### config.mk
export PLATFORM = sky130hd
export DESIGN_NAME = twdf_ctrl
export DESIGN_NICKNAME = d
export VERILOG_FILES = /design/src/design/twdf_pkg.sv /design/src/design/twdf_ctrl.sv
export SDC_FILE = /design/constraint.sdc
export NUM_CORES = 1
export LEC_CHECK = 0
export ABC_AREA = 1
export BUFFER_PORTS_ARGS = -buffer_cell sky130_fd_sc_hd__buf_4
export CORE_ASPECT_RATIO = 0.6
export CORE_MARGIN = 3
export CORE_UTILIZATION = 23
export CTS_CLUSTER_SIZE = 25
export DETAILED_ROUTE_END_ITERATION = 16
export SLEW_MARGIN = 20
export SYNTH_ARGS = -nofsm -noshare
export SYNTH_HDL_FRONTEND = slang
export SYNTH_SLANG_ARGS = --single-unit
### constraint.sdc
create_clock -name clk -period 1.55 [get_ports clk]
set_input_delay 0.2325 -clock clk [delete_from_list [all_inputs] [get_ports clk]]
set_output_delay 0.2325 -clock clk [all_outputs]
set_load 0.005 [all_outputs]
### src/design/twdf_pkg.sv
// Shared types, codes and constants of the timed waypoint drive follower.
// Used by the controller, the datapath and the top level; no dependencies.
package twdf_pkg;

	localparam int MAX_WAYPOINTS = 64;
	localparam int IDX_W = $clog2(MAX_WAYPOINTS);
	localparam int CNT_W = IDX_W + 1;

	localparam int CORDIC_STEPS = 16;
	localparam int SQRT_STEPS = 25;
	localparam int RAD_W = 2 * SQRT_STEPS;
	localparam int ROOT_W = SQRT_STEPS;
	localparam int REM_W = ROOT_W + 3;
	localparam int DIV_W = 48;
	localparam int CX_W = 32;
	localparam int Z_W = 25;
	localparam int STEP_W = 6;

	localparam logic [20:0] SPEED_SCALE = 21'd1536000;
	localparam logic [18:0] TWO_PI_Q16 = 19'd411775;
	localparam logic [9:0] MS_PER_S = 10'd1000;
	localparam logic signed [Z_W-1:0] Z_MAX = 25'sd2304000;
	localparam logic [19:0] SAT_HI = 20'd524287;

	localparam logic [1:0] REQ_LOAD = 2'd0;
	localparam logic [1:0] REQ_START = 2'd1;
	localparam logic [1:0] REQ_TICK = 2'd2;

	localparam logic [2:0] RES_IDLE = 3'd0;
	localparam logic [2:0] RES_TURN = 3'd1;
	localparam logic [2:0] RES_DRIVE = 3'd2;
	localparam logic [2:0] RES_DONE = 3'd3;
	localparam logic [2:0] RES_REJECT = 3'd4;

	localparam logic [1:0] CFG_RADIUS = 2'd0;
	localparam logic [1:0] CFG_GAIN = 2'd1;
	localparam logic [1:0] CFG_TOL = 2'd2;

	localparam logic [9:0] RADIUS_RST = 10'd50;
	localparam logic [7:0] GAIN_RST = 8'd48;
	localparam logic [13:0] TOL_RST = 14'd300;

	typedef struct packed {
		logic [1:0] req_type;
		logic [15:0] wp_time_s;
		logic signed [15:0] wp_x_mm;
		logic signed [15:0] wp_y_mm;
		logic [15:0] heading_cdeg;
		logic [31:0] now_ms;
	} in_item_t;

	typedef struct packed {
		logic signed [19:0] left_drive;
		logic signed [19:0] right_drive;
		logic [2:0] status;
	} out_item_t;

	typedef enum logic [3:0] {
		ST_IDLE, ST_EXEC, ST_RD_P, ST_RD_Q, ST_PREP, ST_SQ, ST_CALC, ST_MUL1,
		ST_MUL2, ST_MUL3, ST_DIV_INIT, ST_DIV, ST_SPEED, ST_STEER, ST_POWER, ST_OUT
	} state_t;

	typedef struct packed {
		logic capture;
		logic do_load;
		logic do_start;
		logic do_advance;
		logic do_done;
		logic rd_p;
		logic rd_q;
		logic prep;
		logic sq;
		logic calc;
		logic mul1;
		logic mul2;
		logic mul3;
		logic div_init;
		logic div_step;
		logic speed;
		logic steer;
		logic power;
		logic set_code;
		logic code_steer;
		logic [2:0] code;
		logic res_load;
	} cmd_t;

	typedef struct packed {
		logic [1:0] req_type;
		logic running;
		logic done;
		logic load_ok;
		logic start_ok;
		logic reached;
		logic at_end;
		logic sqrt_last;
		logic div_last;
		logic out_busy;
	} sts_t;

	function automatic logic [20:0] atan_entry(input logic [3:0] i);
		case (i)
			4'd0: atan_entry = 21'd1152000;
			4'd1: atan_entry = 21'd680065;
			4'd2: atan_entry = 21'd359328;
			4'd3: atan_entry = 21'd182400;
			4'd4: atan_entry = 21'd91554;
			4'd5: atan_entry = 21'd45822;
			4'd6: atan_entry = 21'd22916;
			4'd7: atan_entry = 21'd11459;
			4'd8: atan_entry = 21'd5730;
			4'd9: atan_entry = 21'd2865;
			4'd10: atan_entry = 21'd1432;
			4'd11: atan_entry = 21'd716;
			4'd12: atan_entry = 21'd358;
			4'd13: atan_entry = 21'd179;
			4'd14: atan_entry = 21'd90;
			default: atan_entry = 21'd45;
		endcase
	endfunction

endpackage

### src/design/twdf_ctrl.sv
// Controller state machine of the waypoint follower.
// Depends on twdf_pkg; drives the datapath by cmd_t and reads its sts_t.
module twdf_ctrl import twdf_pkg::*; (
	input logic clk,
	input logic arst_n,
	input logic in_valid,
	output logic in_ready,
	input sts_t sts,
	output cmd_t cmd
);

	state_t state_q, state_d;

	always_ff @(posedge clk or negedge arst_n) begin
		if (!arst_n) begin
			state_q <= ST_IDLE;
		end else begin
			state_q <= state_d;
		end
	end

	always_comb begin
		state_d = state_q;
		case (state_q)
			ST_IDLE: begin
				if (in_valid) state_d = ST_EXEC;
			end
			ST_EXEC: begin
				case (sts.req_type)
					REQ_START: state_d = sts.start_ok ? ST_RD_P : ST_OUT;
					REQ_TICK: begin
						if (sts.running && !sts.done && sts.reached && !sts.at_end)
							state_d = ST_RD_P;
						else if (sts.running && !sts.done && !sts.reached)
							state_d = ST_STEER;
						else
							state_d = ST_OUT;
					end
					default: state_d = ST_OUT;
				endcase
			end
			ST_RD_P: state_d = ST_RD_Q;
			ST_RD_Q: state_d = ST_PREP;
			ST_PREP: state_d = ST_SQ;
			ST_SQ: state_d = ST_CALC;
			ST_CALC: begin
				if (sts.sqrt_last) state_d = ST_MUL1;
			end
			ST_MUL1: state_d = ST_MUL2;
			ST_MUL2: state_d = ST_MUL3;
			ST_MUL3: state_d = ST_DIV_INIT;
			ST_DIV_INIT: state_d = ST_DIV;
			ST_DIV: begin
				if (sts.div_last) state_d = ST_SPEED;
			end
			ST_SPEED: state_d = (sts.req_type == REQ_TICK) ? ST_STEER : ST_OUT;
			ST_STEER: state_d = ST_POWER;
			ST_POWER: state_d = ST_OUT;
			ST_OUT: begin
				if (!sts.out_busy) state_d = ST_IDLE;
			end
			default: state_d = ST_IDLE;
		endcase
	end

	always_comb begin
		cmd = '0;
		in_ready = (state_q == ST_IDLE);
		cmd.capture = in_valid && (state_q == ST_IDLE);
		case (state_q)
			ST_EXEC: begin
				case (sts.req_type)
					REQ_LOAD: begin
						cmd.set_code = 1'b1;
						cmd.code = sts.load_ok ? RES_IDLE : RES_REJECT;
						cmd.do_load = sts.load_ok;
					end
					REQ_START: begin
						cmd.set_code = 1'b1;
						cmd.code = sts.start_ok ? RES_IDLE : RES_REJECT;
						cmd.do_start = sts.start_ok;
					end
					REQ_TICK: begin
						if (!sts.running) begin
							cmd.set_code = 1'b1;
							cmd.code = RES_IDLE;
						end else if (sts.done) begin
							cmd.set_code = 1'b1;
							cmd.code = RES_DONE;
						end else if (sts.reached) begin
							if (sts.at_end) begin
								cmd.do_done = 1'b1;
								cmd.set_code = 1'b1;
								cmd.code = RES_DONE;
							end else begin
								cmd.do_advance = 1'b1;
							end
						end
					end
					default: begin
						cmd.set_code = 1'b1;
						cmd.code = RES_REJECT;
					end
				endcase
			end
			ST_RD_P: cmd.rd_p = 1'b1;
			ST_RD_Q: cmd.rd_q = 1'b1;
			ST_PREP: cmd.prep = 1'b1;
			ST_SQ: cmd.sq = 1'b1;
			ST_CALC: cmd.calc = 1'b1;
			ST_MUL1: cmd.mul1 = 1'b1;
			ST_MUL2: cmd.mul2 = 1'b1;
			ST_MUL3: cmd.mul3 = 1'b1;
			ST_DIV_INIT: cmd.div_init = 1'b1;
			ST_DIV: cmd.div_step = 1'b1;
			ST_SPEED: cmd.speed = 1'b1;
			ST_STEER: cmd.steer = 1'b1;
			ST_POWER: begin
				cmd.power = 1'b1;
				cmd.set_code = 1'b1;
				cmd.code_steer = 1'b1;
			end
			ST_OUT: cmd.res_load = !sts.out_busy;
			default: cmd.res_load = 1'b0;
		endcase
	end

endmodule

* Yosys cells after proc, flatten, opt, wreduce, memory -nomap -nowiden
Index checks and enable logic that the tools add are counted.
** Word-level totals
- Output and inout bits :: 25
- Bits in registers :: 4
- Logic and storage cells :: 80
- Input port bits :: 14
** Operators by class
- Multiplexer cells :: 46
- Reductions and logical operators :: 12
- Equality and inequality tests :: 21
** Operators with widths (number)
- one-hot mux 4 bit (16 select lines) :: 1
- == test 4 bit, second input constant :: 8
- 2-to-1 mux 4 bit :: 7
- 2-to-1 mux 1 bit :: 22
- 2-to-1 mux 2 bit :: 10
- == test 4 x 3 -> 1 bit, second input constant :: 4
- 2-to-1 mux 3 bit :: 3
- one-hot mux 3 bit (3 select lines) :: 1
- == test 4 x 2 -> 1 bit, second input constant :: 2
- inequality test 2 bit, second input constant :: 4
- one-hot mux 4 bit (2 select lines) :: 1
- logical AND 1 bit :: 5
- == test 4 x 1 -> 1 bit, second input constant :: 1
- logical NOT 1 bit :: 4
- logical NOT 4 bit :: 1
- AND reduction 4 bit :: 1
- == test 2 x 1 -> 1 bit, second input constant :: 1
- == test 2 bit, second input constant :: 1
- logical NOT 2 bit :: 1
- one-hot mux 1 bit (2 select lines) :: 1

* Longest topological paths before layout
- Depth after elaboration :: 7
- Mapped depth :: 9
- Gate-level depth less buffers :: 9

* Worst setup path after synthesis
No wires, ideal clock.
- Path kind :: reg-to-output
- From :: register state_q[2]
- To :: output cmd[2] (netlist bit)
- Cell stages (with the launch flop) :: 7
- Path slack :: -0.029 ns
- Arrival :: 1.346 ns
- Path buffers :: 1
- Required time :: 1.317 ns
- Cell sequence :: dfrtp_1 -> nor2_1 -> inv_1 -> nor2_4 -> inv_1 -> nor4_1 -> buf_4
** RTL lines
- start: declaration :: line twdf_ctrl.sv:12 : state_t state_q, state_d;
- start signal: assignment :: line twdf_ctrl.sv:18 : state_q <= state_d;
- end: declaration :: line twdf_ctrl.sv:9 : output cmd_t cmd

==> results.toml <==
[placed_design]
pre_cts_ws_ns = 0.0731
portBuffers = 38
place_congestion = 0.804
dp_hpwl_um = 1760
place_area_um2 = 967

[finish]
final_layout_size_suffix_gt1_share_pct = 38.5
stdcell_area_um2 = 1090
utilization_pct = 46.3
antennaDiodeCount = 0
area_delta_synth_final_pct = 75.1
top_register = "state_q"
fillers = 241
reg.largest.list = "state_q (4)"
largest_register_ffs = 4
finalNetCount = 189

[detailed_routing]
drc = 0
wl_met3_um = 192
drtIter0Drc = 38
firstDrtPassIters = 4
top_layer = "met4"
met2_length_um = 981
drtAntennaViolNets = 0
post_drt_wl_per_cell_um = 10.8
viasPerCell = 4.40
vias = 876
totalWireLength_um = 2160
drt-met1-wl_um = 965

[yosys]
ys_seq_elements = 4
synth.distinct_cells = 17
synthXorXnorAreaFrac_pct = 1.41
synth_top_family_by_area = "simple AND/OR/NAND/NOR gates"
synth.cell_area_um2 = 623
synth-simple-area-share_pct = 49.2
synth_fa_ha_area_share_pct = 8.03
synth_seq_area_share_pct = 16.1
netlist_instances = 119
synth_nets = 137
avgSynthCellArea_um2 = 5.24
synthMuxAreaShare_pct = 0
yosysWarnings = 0
synth_compound_area_share_pct = 7.83

[clocking]
root_buffer = "clkbuf_8"
htreeDepth = 1
clock_path_buffers = 2
clkTransAtPathRegs_ns = 0.03
insertion_delay_ns = 0.21
cts_sinks = 4
cts_buffers = 3
tritoncts = "built"

[global_routing]
grt_pass1_vias = 849
grt_max_degree = 9
grt_pass1_wl_um = 3660
antenna_found_initial = 0
grt_usage_pct = 14.0
gr-total-overflow = 0

[job]
max_cap_viol_count = 0

[timing]
setup_viol = 3
slew_headroom_pct = 79.7
fin_crit_ns = 1.59
fmax_ghz = 0.630
tightest_slew_ns = 0.304
min_period_over_period_pct = 102
report.final.hold_viol_count = 0
hold_ws_ns = 0.382
maxSlewViolCount = 0
fin_ws_ns = -0.0362
skew_ns = 0.00121
grt_setup_unrepaired = "true"

[setup_path]
arrival_ns = 1.35
path_max_fanout = 4
rrSetupSlack_ns = 0.05
worstSetupPathType = "reg -> out"
worstPathRequired_ns = 1.32
critPathLaunchType = "register"
reg2regPathDepth = 8
cp-end-kind = "primary output"
worstReg2RegStart = "state_q[1]$_DFFE_PN0P_"
reg2reg_to = "state_q[2]$_DFFE_PN0P_"

[pwr]
cellPowerDensity_nw_per_um2 = 1520
clock_power_share_pct = 13.0
swShare_pct = 47.0
total_power_w = 0.00166
p_leak_nw = 0.632
seqPwrFrac_pct = 12.9
switchingPower_w = 0.000779
ir_drop_mv = 0.532
p_int_w = 0.000878
combPwrFrac_pct = 74.1

[status]
violations = "setup timing"
status = "complete, but fails checks"

[die]
num_rows = 13
die_area_um2 = 3390
die_x_um = 73.2
boundaryPins = 39
start_util_pct = 26.4
core_um2 = 2360
die_y_um = 46.3

[min_path]
hold_class = "in -> async"
metal layers:
metal / GRT usage, % / vias to the layer above
li1: - / 453
met3: 2.83 / 2
met5: 0 / -
met1: 17.6 / 387
met2: 25.2 / 34
met4: 2.21 / 0
cell usage after synthesis:
| cell | instances | area, um^2 |
|---|---|---|
| inv_1 | 25 | 93.8 |
| o21ai_2 | 2 | 17.5 |
| nor2_1 | 28 | 105 |
| nor4_1 | 1 | 6.26 |
| a21oi_1 | 2 | 10.0 |
| nand2_2 | 1 | 6.26 |
| ha_1 | 4 | 50.1 |
| nor2_4 | 1 | 11.3 |
| buf_4 | 2 | 15.0 |
| xor2_1 | 1 | 8.76 |
| dfrtp_1 | 4 | 100 |
| nor3_1 | 3 | 15.0 |
| o21ai_0 | 3 | 15.0 |
| nand2_1 | 36 | 135 |
| nand3b_1 | 1 | 7.51 |
| o22ai_1 | 1 | 6.26 |
| nand3_1 | 4 | 20.0 |
power groups by stage:
stage	combinational, W	sequential [W]	clock, W
floorplan	0.000600	0.000224	0
global placement	0.00104	0.000214	0
detailed placement	0.00105	0.000213	0
CTS	0.00116	0.000212	0.000223
global route	0.00139	0.000222	0.000237
finish	0.00123	0.000214	0.000215
layout make-up:
class                           instances  area [um^2]  share of cell area (%)
Multi-Input combinational cell         88          444                    40.7
Timing Repair Buffer                   49          374                    34.3
Inverter                               25         93.8                    8.60
Clock buffer                            3         41.3                    3.78
Sequential cell                         4          100                    9.17
Tap cell                               30         37.5                    3.44
per-stage QoR:
step | TNS, ns | instances
floorplan | 0 | 119
global placement | 0 | 189
detailed placement | 0 | 189
CTS | 0 | 197
global route | -1.45 | 199
finish | -0.0678 | 199
critical path, cell delays in order (launching register included):
cell	delay (ns)
dfrtp_1	0.38
nor2_2	0.15
inv_2	0.07
nor2_4	0.14
buf_6	0.12
nand2_2	0.05
nor2_1	0.11
buf_4	0.12
timing repair:
| item | 4_1_cts | 5_1_grt |
|---|---|---|
| hold buffers | 1 | 0 |
| hold endpoints to repair | 4 | 0 |
| gates resized for setup | 5 | 7 |
| pin swaps | 0 | 4 |
| setup endpoints to repair | 6 | 20 |
| buffers inserted | 4 | 2 |
layout by cell type, fill, tap and decap left out:
| cell | count |
|---|---|
| a21oi_1 | 2 |
| buf_4 | 47 |
| buf_6 | 1 |
| clkbuf_8 | 3 |
| dfrtp_1 | 4 |
| dlygate4sd3_1 | 1 |
| ha_1 | 4 |
| inv_1 | 22 |
| inv_2 | 3 |
| nand2_1 | 34 |
| nand2_2 | 3 |
| nand3_1 | 4 |
| nand3b_1 | 1 |
| nor2_1 | 24 |
| nor2_2 | 4 |
| nor2_4 | 1 |
| nor3_1 | 3 |
| nor4_4 | 1 |
| o21ai_0 | 2 |
| o21ai_1 | 1 |
| o21ai_2 | 2 |
| o22ai_1 | 1 |
| xor2_1 | 1 |
how the worst max path moves through the flow:
stage,start,endpoint,slack [ns],depth (start not counted)
after floorplan,state_q[2]$_DFFE_PN0P_,cmd[2],0.07,6
after global placement,sts[9],cmd[2],0.08,6
after detailed placement,sts[9],cmd[1],0.07,6
after CTS,state_q[2]$_DFFE_PN0P_,cmd[20],0.01,7
after global routing,state_q[3]$_DFFE_PN0P_,cmd[20],-0.14,7
final,state_q[3]$_DFFE_PN0P_,cmd[19],-0.04,7
cell families (layout without fill, tap and decap cells):
kind of cell / Yosys count / count (layout)
AOI/OAI and AO/OA: 8 / 8
xor gates and xnor gates: 1 / 1
adders and majority gates: 4 / 4
buffers and inverters: 27 / 77
DFF: 4 / 4
and+or+nand+nor: 75 / 75
Note: power is estimated with default switching activity, not from simulation.
